**config.mk**
```make
export PLATFORM = sky130hd
export DESIGN_NAME = word_tokenizer_lowercase_top
export DESIGN_NICKNAME = d
export VERILOG_FILES = /design/src/rtl/wtl_pkg.sv /design/src/rtl/word_tokenizer_lowercase_top.sv /design/src/rtl/wtl_dp.sv /design/src/rtl/wtl_ctrl.sv
export SDC_FILE = /design/constraint.sdc
export NUM_CORES = 1
export LEC_CHECK = 0
export ABC_AREA = 1
export CORE_UTILIZATION = 55
export CTS_CLUSTER_SIZE = 12
export DETAILED_ROUTE_END_ITERATION = 16
export DONT_BUFFER_PORTS = 1
export PLACE_DENSITY = 0.67
export REMOVE_ABC_BUFFERS = 1
export SYNTH_ARGS = -nofsm -noshare
export SYNTH_HDL_FRONTEND = slang
export SYNTH_HIERARCHICAL = 1
export SYNTH_SLANG_ARGS = --single-unit
```
**constraint.sdc**
```tcl
create_clock -name clk -period 4.93 [get_ports clk]
set_input_delay 0.493 -clock clk [delete_from_list [all_inputs] [get_ports clk]]
set_output_delay 0.493 -clock clk [all_outputs]
set_load 0.05 [all_outputs]
```
**src/rtl/wtl_pkg.sv**
```systemverilog
// ----------------------------------------------------------------------------
// wtl_pkg: shared definitions for the lowercasing word tokenizer
// Holds the size constants, the controller/datapath interface structs and
// the byte classification helpers.
// ----------------------------------------------------------------------------
package wtl_pkg;

  // Longest word kept, in characters; later characters are dropped.
  localparam int MAX_WORD_CHARS = 31;
  // Highest word number handed out.
  localparam int MAX_WORDS      = 65535;

  localparam int BYTE_W = 8;
  localparam int NUM_W  = 16;
  localparam int CNT_W  = $clog2(MAX_WORD_CHARS + 1);
  localparam int IDX_W  = $clog2(MAX_WORD_CHARS);

  // The word number stops at the smaller of the word limit and the field range.
  localparam int NUM_MAX = (1 << NUM_W) - 1;
  localparam logic [NUM_W-1:0] WORD_LIMIT =
    NUM_W'((MAX_WORDS < NUM_MAX) ? MAX_WORDS : NUM_MAX);

  // Commands from the controller to the datapath.
  typedef struct packed {
    logic take;    // an input byte transfers this cycle
    logic emit;    // load the next stored character into the output register
    logic finish;  // the emitted character is the last one of the word
  } wtl_cmd_t;

  // Status from the datapath to the controller.
  typedef struct packed {
    logic word_ready;  // the offered byte closes a word that will be sent
    logic last_char;   // the read pointer sits on the last stored character
    logic out_free;    // the output register can take a new character
  } wtl_sts_t;

  // True for every byte that ends a word.
  function automatic logic is_separator(input logic [BYTE_W-1:0] b);
    logic sep;
    begin
      case (b) inside
        8'h00, 8'h09, 8'h0A, 8'h0B, 8'h0D, 8'h20, 8'h21, 8'h22, 8'h23,
        8'h24, 8'h25, 8'h26, 8'h27, 8'h28, 8'h29, 8'h2A, 8'h2B, 8'h2C,
        8'h2D, 8'h2E, 8'h2F, [8'h30:8'h39], 8'h3A, 8'h3B, 8'h3C, 8'h3D,
        8'h3E, 8'h3F, 8'h5B, 8'h5C, 8'h5D, 8'h5E, 8'h5F, 8'hA0: sep = 1'b1;
        default: sep = 1'b0;
      endcase
      return sep;
    end
  endfunction

  // Only the letters A to Z change case.
  function automatic logic [BYTE_W-1:0] to_lower(input logic [BYTE_W-1:0] b);
    logic [BYTE_W-1:0] r;
    begin
      r = b;
      if (b >= 8'h41 && b <= 8'h5A) begin
        r = b + 8'h20;
      end
      return r;
    end
  endfunction

endpackage

```
**src/rtl/word_tokenizer_lowercase_top.sv**
```systemverilog
// ----------------------------------------------------------------------------
// word_tokenizer_lowercase_top: lowercasing word tokenizer
// Splits a byte stream into words at separator bytes, lowercases them and
// sends each word of two or more characters out one character at a time.
//
//   channel  direction  transfer                     payload
//   in_      input      in_valid & in_ready          text_byte, end_of_text
//   out_     output     out_valid & out_ready        byte, word_number,
//                                                    word_end, cut_short
//
// A byte that does not close a sent word leaves the controller idle. A byte
// that closes a word starts a send: the controller reads the store one entry
// per cycle into the output register while the output is free.
// Input is held off while a word is being sent; a stalled output stretches it.
// Reset is synchronous and active low; the store holds no reset value.
// ----------------------------------------------------------------------------
module word_tokenizer_lowercase_top
  import wtl_pkg::*;
(
  input  logic              clk,
  input  logic              rst_n,
  input  logic              in_valid,
  output logic              in_ready,
  input  logic [BYTE_W-1:0] in_text_byte,
  input  logic              in_end_of_text,
  output logic              out_valid,
  input  logic              out_ready,
  output logic [BYTE_W-1:0] out_byte,
  output logic [NUM_W-1:0]  out_word_number,
  output logic              out_word_end,
  output logic              out_cut_short
);

  wtl_cmd_t cmd;
  wtl_sts_t sts;

  // Sequencing.
  wtl_ctrl u_ctrl (
    .clk      (clk),
    .rst_n    (rst_n),
    .in_valid (in_valid),
    .in_ready (in_ready),
    .sts      (sts),
    .cmd      (cmd)
  );

  // Word store and output register.
  wtl_dp u_dp (
    .clk             (clk),
    .rst_n           (rst_n),
    .in_text_byte    (in_text_byte),
    .in_end_of_text  (in_end_of_text),
    .out_ready       (out_ready),
    .cmd             (cmd),
    .sts             (sts),
    .out_valid       (out_valid),
    .out_byte        (out_byte),
    .out_word_number (out_word_number),
    .out_word_end    (out_word_end),
    .out_cut_short   (out_cut_short)
  );

endmodule

```
**src/rtl/wtl_dp.sv**
```systemverilog
// ----------------------------------------------------------------------------
// wtl_dp: tokenizer datapath
// Word store, character count, overflow flag, word counter, read pointer
// and the output register with its valid flag.
// ----------------------------------------------------------------------------
module wtl_dp
  import wtl_pkg::*;
(
  input  logic              clk,
  input  logic              rst_n,
  input  logic [BYTE_W-1:0] in_text_byte,
  input  logic              in_end_of_text,
  input  logic              out_ready,
  input  wtl_cmd_t          cmd,
  output wtl_sts_t          sts,
  output logic              out_valid,
  output logic [BYTE_W-1:0] out_byte,
  output logic [NUM_W-1:0]  out_word_number,
  output logic              out_word_end,
  output logic              out_cut_short
);

  // Characters of the pending word.
  logic [BYTE_W-1:0] store_mem [MAX_WORD_CHARS];

  logic [CNT_W-1:0]  count_r, count_nxt;
  logic              ovf_r, ovf_nxt;
  logic [NUM_W-1:0]  words_r, words_nxt;
  logic [IDX_W-1:0]  idx_r, idx_nxt;
  logic              out_valid_r, out_valid_nxt;
  logic [BYTE_W-1:0] out_byte_r;
  logic [NUM_W-1:0]  out_num_r;
  logic              out_end_r;
  logic              out_cut_r;

  logic sep;
  logic closes;
  logic room;

  // Classify the offered byte.
  always_comb begin
    sep    = is_separator(in_text_byte);
    closes = sep || in_end_of_text;
    room   = (count_r < CNT_W'(MAX_WORD_CHARS));
  end

  // Status toward the controller.
  always_comb begin
    sts.word_ready = sep ? (count_r >= CNT_W'(2))
                         : (in_end_of_text && (count_r != '0));
    sts.last_char  = ((CNT_W'(idx_r) + CNT_W'(1)) == count_r);
    sts.out_free   = !out_valid_r || out_ready;
  end

  // Next values of the word state.
  always_comb begin
    count_nxt     = count_r;
    ovf_nxt       = ovf_r;
    words_nxt     = words_r;
    idx_nxt       = idx_r;
    out_valid_nxt = out_valid_r;

    if (cmd.take) begin
      if (!sep) begin
        if (room) begin
          count_nxt = count_r + CNT_W'(1);
        end else begin
          ovf_nxt = 1'b1;
        end
      end
      if (sts.word_ready) begin
        idx_nxt = '0;
        if (words_r < WORD_LIMIT) begin
          words_nxt = words_r + NUM_W'(1);
        end
      end else if (closes) begin
        count_nxt = '0;
        ovf_nxt   = 1'b0;
      end
    end

    if (out_ready) begin
      out_valid_nxt = 1'b0;
    end
    if (cmd.emit) begin
      out_valid_nxt = 1'b1;
      idx_nxt       = idx_r + IDX_W'(1);
    end
    if (cmd.finish) begin
      count_nxt = '0;
      ovf_nxt   = 1'b0;
      idx_nxt   = '0;
    end
  end

  // Control registers.
  always_ff @(posedge clk) begin
    if (!rst_n) begin
      count_r     <= '0;
      ovf_r       <= 1'b0;
      words_r     <= '0;
      idx_r       <= '0;
      out_valid_r <= 1'b0;
    end else begin
      count_r     <= count_nxt;
      ovf_r       <= ovf_nxt;
      words_r     <= words_nxt;
      idx_r       <= idx_nxt;
      out_valid_r <= out_valid_nxt;
    end
  end

  // Store write on a word character that still fits.
  always_ff @(posedge clk) begin
    if (cmd.take && !sep && room) begin
      store_mem[count_r[IDX_W-1:0]] <= to_lower(in_text_byte);
    end
  end

  // Registered store read straight into the output register.
  always_ff @(posedge clk) begin
    if (cmd.emit) begin
      out_byte_r <= store_mem[idx_r];
      out_num_r  <= words_r;
      out_end_r  <= sts.last_char;
      out_cut_r  <= ovf_r;
    end
  end

  assign out_valid       = out_valid_r;
  assign out_byte        = out_byte_r;
  assign out_word_number = out_num_r;
  assign out_word_end    = out_end_r;
  assign out_cut_short   = out_cut_r;

endmodule

```
**src/rtl/wtl_ctrl.sv**
```systemverilog
// ----------------------------------------------------------------------------
// wtl_ctrl: tokenizer controller
// Takes input bytes while idle and walks the word store out one character
// per free output slot when a word closes.
// ----------------------------------------------------------------------------
module wtl_ctrl
  import wtl_pkg::*;
(
  input  logic     clk,
  input  logic     rst_n,
  input  logic     in_valid,
  output logic     in_ready,
  input  wtl_sts_t sts,
  output wtl_cmd_t cmd
);

  typedef enum logic [0:0] {
    ST_IDLE,
    ST_SEND
  } state_t;

  state_t state_r, state_nxt;
  logic   in_ready_r, in_ready_nxt;

  // Commands and next state.
  always_comb begin
    cmd.take   = in_valid && in_ready_r;
    cmd.emit   = 1'b0;
    cmd.finish = 1'b0;
    state_nxt  = state_r;
    unique case (state_r)
      ST_IDLE: begin
        if (cmd.take && sts.word_ready) begin
          state_nxt = ST_SEND;
        end
      end
      ST_SEND: begin
        cmd.emit = sts.out_free;
        if (sts.out_free && sts.last_char) begin
          cmd.finish = 1'b1;
          state_nxt  = ST_IDLE;
        end
      end
      default: state_nxt = ST_IDLE;
    endcase
    in_ready_nxt = (state_nxt == ST_IDLE);
  end

  // State and registered ready.
  always_ff @(posedge clk) begin
    if (!rst_n) begin
      state_r    <= ST_IDLE;
      in_ready_r <= 1'b0;
    end else begin
      state_r    <= state_nxt;
      in_ready_r <= in_ready_nxt;
    end
  end

  assign in_ready = in_ready_r;

endmodule

```
==> impl_metrics.csv, run 1 <==
group,metric,value,unit
run_status,status,"finished clean",
worst_setup_path,crit_fanout,24,
routing,antenna_left,0,
clocking,cts_tree,"done",
pwr,power_switching,0.00106,W
global_route,first_global_vias,7816,
clocking,cts.clk_slew.worst_paths,60,ps
pwr,p_int,0.00403,W
yosys,seq_area_frac_synth,69.7,%
routing,dr_total_vias,8202,
pwr,ir_drop,0.255,mV
clocking,numCtsBuffers,30,
floorplanning,die_y,154,um
yosys,ys.flop_type,"edfxtp_1",
clocking,postCtsHoldBufs,0,
clocking,clockBufferDepth,3,
flow_run,drv_cap,0,
worst_hold_path,hp-class,"input pin to flip-flop",
final_layout,nets,1084,
place,dpl_cell_area,12900,sq um
timing,setup_violations,0,
pwr,p_clk_share,39.6,%
final_layout,utilization,60.5,%
timing,fin_crit,3200,ps
yosys,synthTopCellsByCount,"edfxtp_1, nor2_1, nand2_1, o21ai_0",
yosys,yosysWarnings,6,
yosys,syn-cell-area,12700,sq um
timing,worst_pin_slew,1250,ps
global_route,grt_use_total,24.0,%
pwr,power_density,371,nW/um^2
routing,wl,28300,um
floorplanning,coreArea,22600,sq um
final_layout,drive_above_1_share,7.31,%
final_layout,area_growth,8.22,%
worst_setup_path,worstPathArrival,3360,ps
worst_setup_path,start_kind,"flip-flop",
timing,fin_skew,20.7,ps
timing,slew_violations,0,
routing,drtIter0Drc,701,
clocking,cts_root_buffer,"clkbuf_16",
yosys,yosys-top-cells-area,"edfxtp_1, dfxtp_1, o21ai_0, nor2_1, nand2_1",
pwr,switching_share,20.9,%
worst_setup_path,cpPeakStageDelay,680,ps
clocking,clkLatencyLatePin,550,ps
floorplanning,dieArea,23600,sq um
global_route,overflow,0,
yosys,synth_largest_area_cell,"edfxtp_1",
pwr,pwr-share-comb,4.0,%
timing,fmax,0.313,GHz
floorplanning,start_util,55.9,%
worst_setup_path,crit_path_top_delay_cell,"nor2_1",
global_route,grt_pass1_wl,43200,um
floorplanning,die_w,154,um
worst_setup_path,path_class,"flip-flop to flip-flop",
floorplanning,num_io_pins,41,
worst_setup_path,crit_chain,"nand2_1, inv_1, nand2_2, nor2_4, nand2_1, nor2_1",
timing,fin_crit_sh,64.9,%
worst_setup_path,end_kind,"flip-flop",
worst_setup_path,cpMostUsedCell,"nand2_1",
clocking,cts_max_level,1,
pwr,pwr-share-seq,56.4,%
routing,via_per_inst,6.00,
worst_setup_path,cp.required,5100,ps
yosys,yosysUniqueCellTypes,42,
place,routabilityCongestion,0.843,
clocking,clock-sinks,304,
clocking,cts-resized-gates,0,
place,io_buffer_count,0,
floorplanning,row_count,55,
timing,slew_headroom,16.6,%
routing,drc,0,
yosys,syn_inst,1083,
yosys,synth.most_common_cell,"edfxtp_1",
yosys,syn_area_per_cell,11.7,sq um
routing,dr.pass1.iters,5,
final_layout,postLayoutCellArea,13700,sq um
yosys,yosys.area.top_type_share,65.0,%
global_route,grt_max_degree,77,
yosys,ys_async_sr_fraction,0,%
global_route,antenna_found_initial,0,
place,hpwlAfterDp,16500,um
yosys,synth-seq-cells,304,
yosys,synth_edf_count,274,
pwr,cellLeakagePower,4.54,nW
routing,wl_per_cell,20.7,um
timing,hold_violations,0,
final_layout,antenna_cells,0,
clocking,post_cts_buffers,0,
timing,rsz0062_at_grt,"false",
power groups by stage:
| stage | Sequential [W] | Combinational (W) | Clock [W] |
|---|---|---|---|
| 3_5_place_dp | 0.00293 | 0.000201 | 0 |
| 2_1_floorplan | 0.00292 | 0.000132 | 0 |
| 3_3_place_gp | 0.00293 | 0.000198 | 0 |
| 5_1_grt | 0.00287 | 0.000223 | 0.00215 |
| 4_1_cts | 0.00287 | 0.000202 | 0.00205 |
| 6_report | 0.00287 | 0.000202 | 0.00201 |
registers in the layout (all words and copies together), names as in the netlist, 5 cells and up:
name and cells:
u_dp/out_word_number 16, u_dp/store_mem 248, u_dp/idx_r 5, u_dp/words_r 16, u_dp/count_r 5, u_dp/out_byte 8
through the flow:
| stage | std cells | total power, W | setup WS [ps] | setup TNS [ps] | hold WS, ps |
|---|---|---|---|---|---|
| finish | 1366 | 0.00509 | 1730 | 0 | 36.3 |
| global route | 1366 | 0.00524 | 1520 | 0 | 12.5 |
| CTS | 1366 | 0.00513 | 1710 | 0 | 14.8 |
| detailed placement | 1316 | 0.00313 | 1740 | 0 | 443 |
| global placement | 1316 | 0.00312 | 1800 | 0 | 452 |
| floorplan | 1023 | 0.00306 | -21.4 | -21.4 | 402 |
placed cells by master (no fill, tap or decap), types with 4 or more instances in the layout:
| cell | netlist | final |
|---|---|---|
| edfxtp_1 | 274 | 274 |
| o21ai_0 | 117 | 117 |
| a21oi_2 | 9 | 10 |
| nand3_1 | 48 | 48 |
| nand4_1 | 22 | 22 |
| o21ai_1 | 21 | 21 |
| nor3_1 | 11 | 11 |
| dfxtp_1 | 30 | 28 |
| clkinv_1 | 3 | 5 |
| clkbuf_16 | 0 | 31 |
| xor2_1 | 14 | 13 |
| inv_2 | 6 | 5 |
| a21oi_1 | 48 | 47 |
| inv_1 | 42 | 42 |
| o22ai_1 | 20 | 20 |
| clkinv_2 | 0 | 4 |
| clkbuf_1 | 43 | 14 |
| buf_4 | 0 | 8 |
| nand2_1 | 130 | 130 |
| ha_1 | 8 | 8 |
| a31oi_1 | 4 | 4 |
| o221ai_1 | 24 | 24 |
| nor2_1 | 155 | 155 |
| xnor2_1 | 5 | 5 |
| nand2_2 | 8 | 8 |
final timing paths:
kind                                                 start                              to  slack, ps  depth (start not counted)
worst max-delay path            u_ctrl/in_ready$_SDFF_PN0_  u_dp/store_mem[7][3]$_DFFE_PP_       1730                          6
worst min-delay path                       in_text_byte[3]  u_dp/store_mem[8][3]$_DFFE_PP_         40                          0
worst max register to register  u_ctrl/in_ready$_SDFF_PN0_  u_dp/store_mem[7][3]$_DFFE_PP_       1730                          6
worst min register to register     u_dp/ovf_r$_SDFFE_PP0P_    u_dp/out_cut_short$_DFFE_PP_        460                          0
layout make-up:
type / instances / area [sq um]
Clock buffer: 45 / 828
Clock inverter: 5 / 22.5
Fill cell: 1806 / 8940
Inverter: 51 / 193
Multi-Input combinational cell: 668 / 3410
Sequential cell: 304 / 8830
Tap cell: 285 / 357
Timing Repair Buffer: 8 / 60.1
critical path, delay by kind of cell (launching register included):
| family | cells | cell delay, ps |
|---|---|---|
| buffers and inverters | 1 | 620 |
| DFF | 1 | 670 |
| and+or+nand+nor | 5 | 1510 |
routing by layer:
layer / vias to the layer above / GRT usage (%) / wire (um)
li1: 3869 / - / -
met1: 3991 / 33.0 / 11900
met2: 315 / 40.2 / 13800
met3: 27 / 4.23 / 2250
met4: 0 / 5.52 / 321
met5: - / 0 / 0
kinds of logic (layout without fill, tap and decap cells):
kind of cell / count (synthesis) / after routing / share of synthesized area (%)
buffers and inverters: 111 / 109 / 3.44
XOR/XNOR: 19 / 19 / 1.31
adder cells (fa/ha/maj): 8 / 8 / 0.791
flip-flops: 304 / 304 / 69.7
AND/OR/NAND/NOR: 387 / 387 / 13.2
AO/OA/AOI/OAI: 254 / 254 / 11.6
Note: power is estimated with default switching activity, not from simulation.
==> run 2, diff against run 1 <==
--- a/config.mk
+++ b/config.mk
@@ -5,7 +5,7 @@
 export SDC_FILE = /design/constraint.sdc
 export NUM_CORES = 1
 export LEC_CHECK = 0
-export ABC_AREA = 1
+export ABC_AREA = 0
 export CORE_UTILIZATION = 55
 export CTS_CLUSTER_SIZE = 12
 export DETAILED_ROUTE_END_ITERATION = 16
==> constraint.sdc (replaced) <==
create_clock -name clk -period 3.2 [get_ports clk]
set_input_delay 0.32 -clock clk [delete_from_list [all_inputs] [get_ports clk]]
set_output_delay 0.32 -clock clk [all_outputs]
set_load 0.05 [all_outputs]
==> impl_metrics.csv, run 2 <==
group,metric,value,unit
worst_setup_path,r2r_slack,420,ps
yosys,yosys-top-cells-area,"edfxtp_1, mux4_2, dfxtp_1, nor2_1, mux2i_1",
global_route,grt_pass1_wl,40600,um
final_layout,layout_common_cells,"edfxtp_1, mux4_2, nor2_1",
yosys,ys_async_sr_fraction,0,%
timing,hold_violations,0,
global_route,grt_max_degree,59,
pwr,cellLeakagePower,4.41,nW
worst_setup_path,start_kind,"flip-flop",
worst_setup_path,cp-endpoint,"u_dp/words_r[8]$_SDFFE_PN0P_",
yosys,seq_area_frac_synth,71.8,%
timing,fmax,0.360,GHz
routing,antenna_left,0,
timing,slew_violations,0,
worst_setup_path,reg2reg_depth,8,
routing,wl_per_cell,26.3,um
final_layout,postLayoutCellArea,14200,sq um
floorplanning,start_util,56.2,%
worst_setup_path,crit_buf_inv,2,
clocking,cts.clk_slew.worst_paths,60,ps
yosys,yosysUniqueCellTypes,61,
worst_setup_path,crit_cells,8,
worst_setup_path,crit_path_top_delay_cell,"or4b_2",
worst_hold_path,hp-class,"input pin to flip-flop",
flow_run,drv_cap,0,
final_layout,largest_reg_flops,248,
place,io_buffer_count,0,
yosys,syn-cell-area,12300,sq um
worst_setup_path,crit_family,"simple AND/OR/NAND/NOR gates",
worst_setup_path,crit_fanout,30,
yosys,ys.flop_type,"edfxtp_1",
routing,wl,27300,um
floorplanning,num_io_pins,41,
timing,rsz0062_at_grt,"false",
global_route,antenna_found_initial,1,
timing,fin_crit_sh,86.9,%
timing,whs,16.6,ps
clocking,postCtsHoldBufs,6,
worst_setup_path,worstPathArrival,3180,ps
yosys,synth_largest_area_cell,"edfxtp_1",
clocking,cts_root_buffer,"clkbuf_16",
timing,fin_crit,2780,ps
worst_setup_path,cpPeakStageDelay,660,ps
pwr,power_density,600,nW/um^2
routing,via_per_inst,6.37,
routing,drtIter0Drc,689,
yosys,yosys.area.top_type_share,66.9,%
yosys,yosysWarnings,6,
timing,slew_headroom,22.0,%
worst_hold_path,worstHoldStart,"rst_n",
clocking,clock-sinks,304,
clocking,post_cts_buffers,0,
place,dpl_cell_area,13000,sq um
global_route,grt_use_total,24.9,%
place,routabilityCongestion,0.808,
yosys,synthTopCellsByCount,"edfxtp_1, mux4_2, nor2_1, dfxtp_1, nand2_1",
timing,setup_violations,0,
final_layout,final_common_cell,"edfxtp_1",
final_layout,area_growth,15.4,%
clocking,cts_tree,"done",
global_route,overflow,0,
clocking,numCtsBuffers,34,
final_layout,drive_above_1_share,26.6,%
yosys,synth_edf_count,274,
place,dp_slack,285,ps
routing,drc,0,
worst_setup_path,crit_chain,"inv_1, ha_1, or4b_2, and4_4, a221oi_4, buf_12, o311ai_0, o41ai_1",
worst_setup_path,startpoint,"u_dp/count_r[1]$_SDFFE_PP0P_",
yosys,syn_inst,672,
final_layout,nets,753,
final_layout,utilization,64.8,%
clocking,clkLatencyLatePin,510,ps
worst_setup_path,cp.required,3600,ps
timing,final.setup.worst_slack,419,ps
worst_setup_path,end_kind,"flip-flop",
clocking,cts_max_level,2,
global_route,first_global_vias,6465,
floorplanning,row_count,54,
floorplanning,dieArea,23000,sq um
run_status,status,"finished clean",
worst_setup_path,path_class,"flip-flop to flip-flop",
yosys,synth-seq-cells,304,
routing,dr.pass1.iters,5,
clocking,clockBufferDepth,3,
place,hpwlAfterDp,16200,um
floorplanning,die_y,152,um
timing,fin_skew,14.4,ps
timing,worst_pin_slew,1170,ps
floorplanning,die_w,152,um
worst_setup_path,rr_startpoint,"u_dp/count_r[1]$_SDFFE_PP0P_",
worst_setup_path,r2r_end,"u_dp/words_r[8]$_SDFFE_PN0P_",
pwr,ir_drop,0.357,mV
floorplanning,coreArea,21900,sq um
routing,dr_total_vias,6603,
yosys,syn_area_per_cell,18.3,sq um
clocking,cts-resized-gates,0,
yosys,synth.most_common_cell,"edfxtp_1",
-- run 2: changes by cell type in the layout (fill, tap and decap cells not counted), moves of 32 or more --
cell | before | now
nor2_1 | 155 | 48
o21ai_0 | 117 | 12
nand2_1 | 130 | 28
mux4_2 | 0 | 72
buf_4 | 8 | 47
inv_1 | 42 | 5
a21oi_1 | 47 | 15
-- run 2: through the flow --
step | cells | total power [W] | TNS (ps)
after floorplan | 639 | 0.00457 | -27920
after global placement | 970 | 0.00463 | 0
after detailed placement | 970 | 0.00464 | 0
after CTS | 1036 | 0.00858 | 0
after global routing | 1036 | 0.00876 | 0
final | 1037 | 0.00852 | 0
-- run 2: cell families after synthesis --
family	after synthesis	share of synthesized area [%]
compound gates	65	3.85
xor+xnor	9	0.641
simple gates	149	6.24
buf+inv	40	1.39
fa+ha+maj	8	0.814
mux	97	15.3
flops	304	71.8
-- run 2: routing by layer --
layer / GRT usage, % / routed length [um] / vias to the layer above
met5: 0 / 0 / -
met4: 7.03 / 507 / 0
met3: 5.48 / 2350 / 39
met2: 38.2 / 13000 / 322
met1: 36.4 / 11400 / 3399
li1: - / - / 2843
-- run 2: area by class of cell --
cell class	count	area, sq um
tap	280	350
antenna	1	2.50
clock buffer	47	930
inverter	7	26.3
clock inverter	13	204
timing repair buffer	57	533
multi-input combinational	328	3320
fill	1469	7690
sequential	304	8830
-- run 2: worst min-delay path by stage --
stage	to	slack (ps)	cells after the start
finish	u_dp/words_r[10]$_SDFFE_PN0P_	20	2
global route	u_dp/words_r[10]$_SDFFE_PN0P_	10	2
CTS	u_dp/words_r[10]$_SDFFE_PN0P_	6	2
detailed placement	u_dp/store_mem[14][0]$_DFFE_PP_	420	0
global placement	u_dp/store_mem[9][0]$_DFFE_PP_	420	0
floorplan	u_dp/out_cut_short$_DFFE_PP_	410	0
-- run 2: power breakdown --
part | internal (W) | total (W) | switching (W)
Sequential | 0.00434 | 0.00437 | 0.0000250
Clock | 0.00244 | 0.00392 | 0.00148
Combinational | 0.0000829 | 0.000233 | 0.000150
Total | 0.00687 | 0.00852 | 0.00165
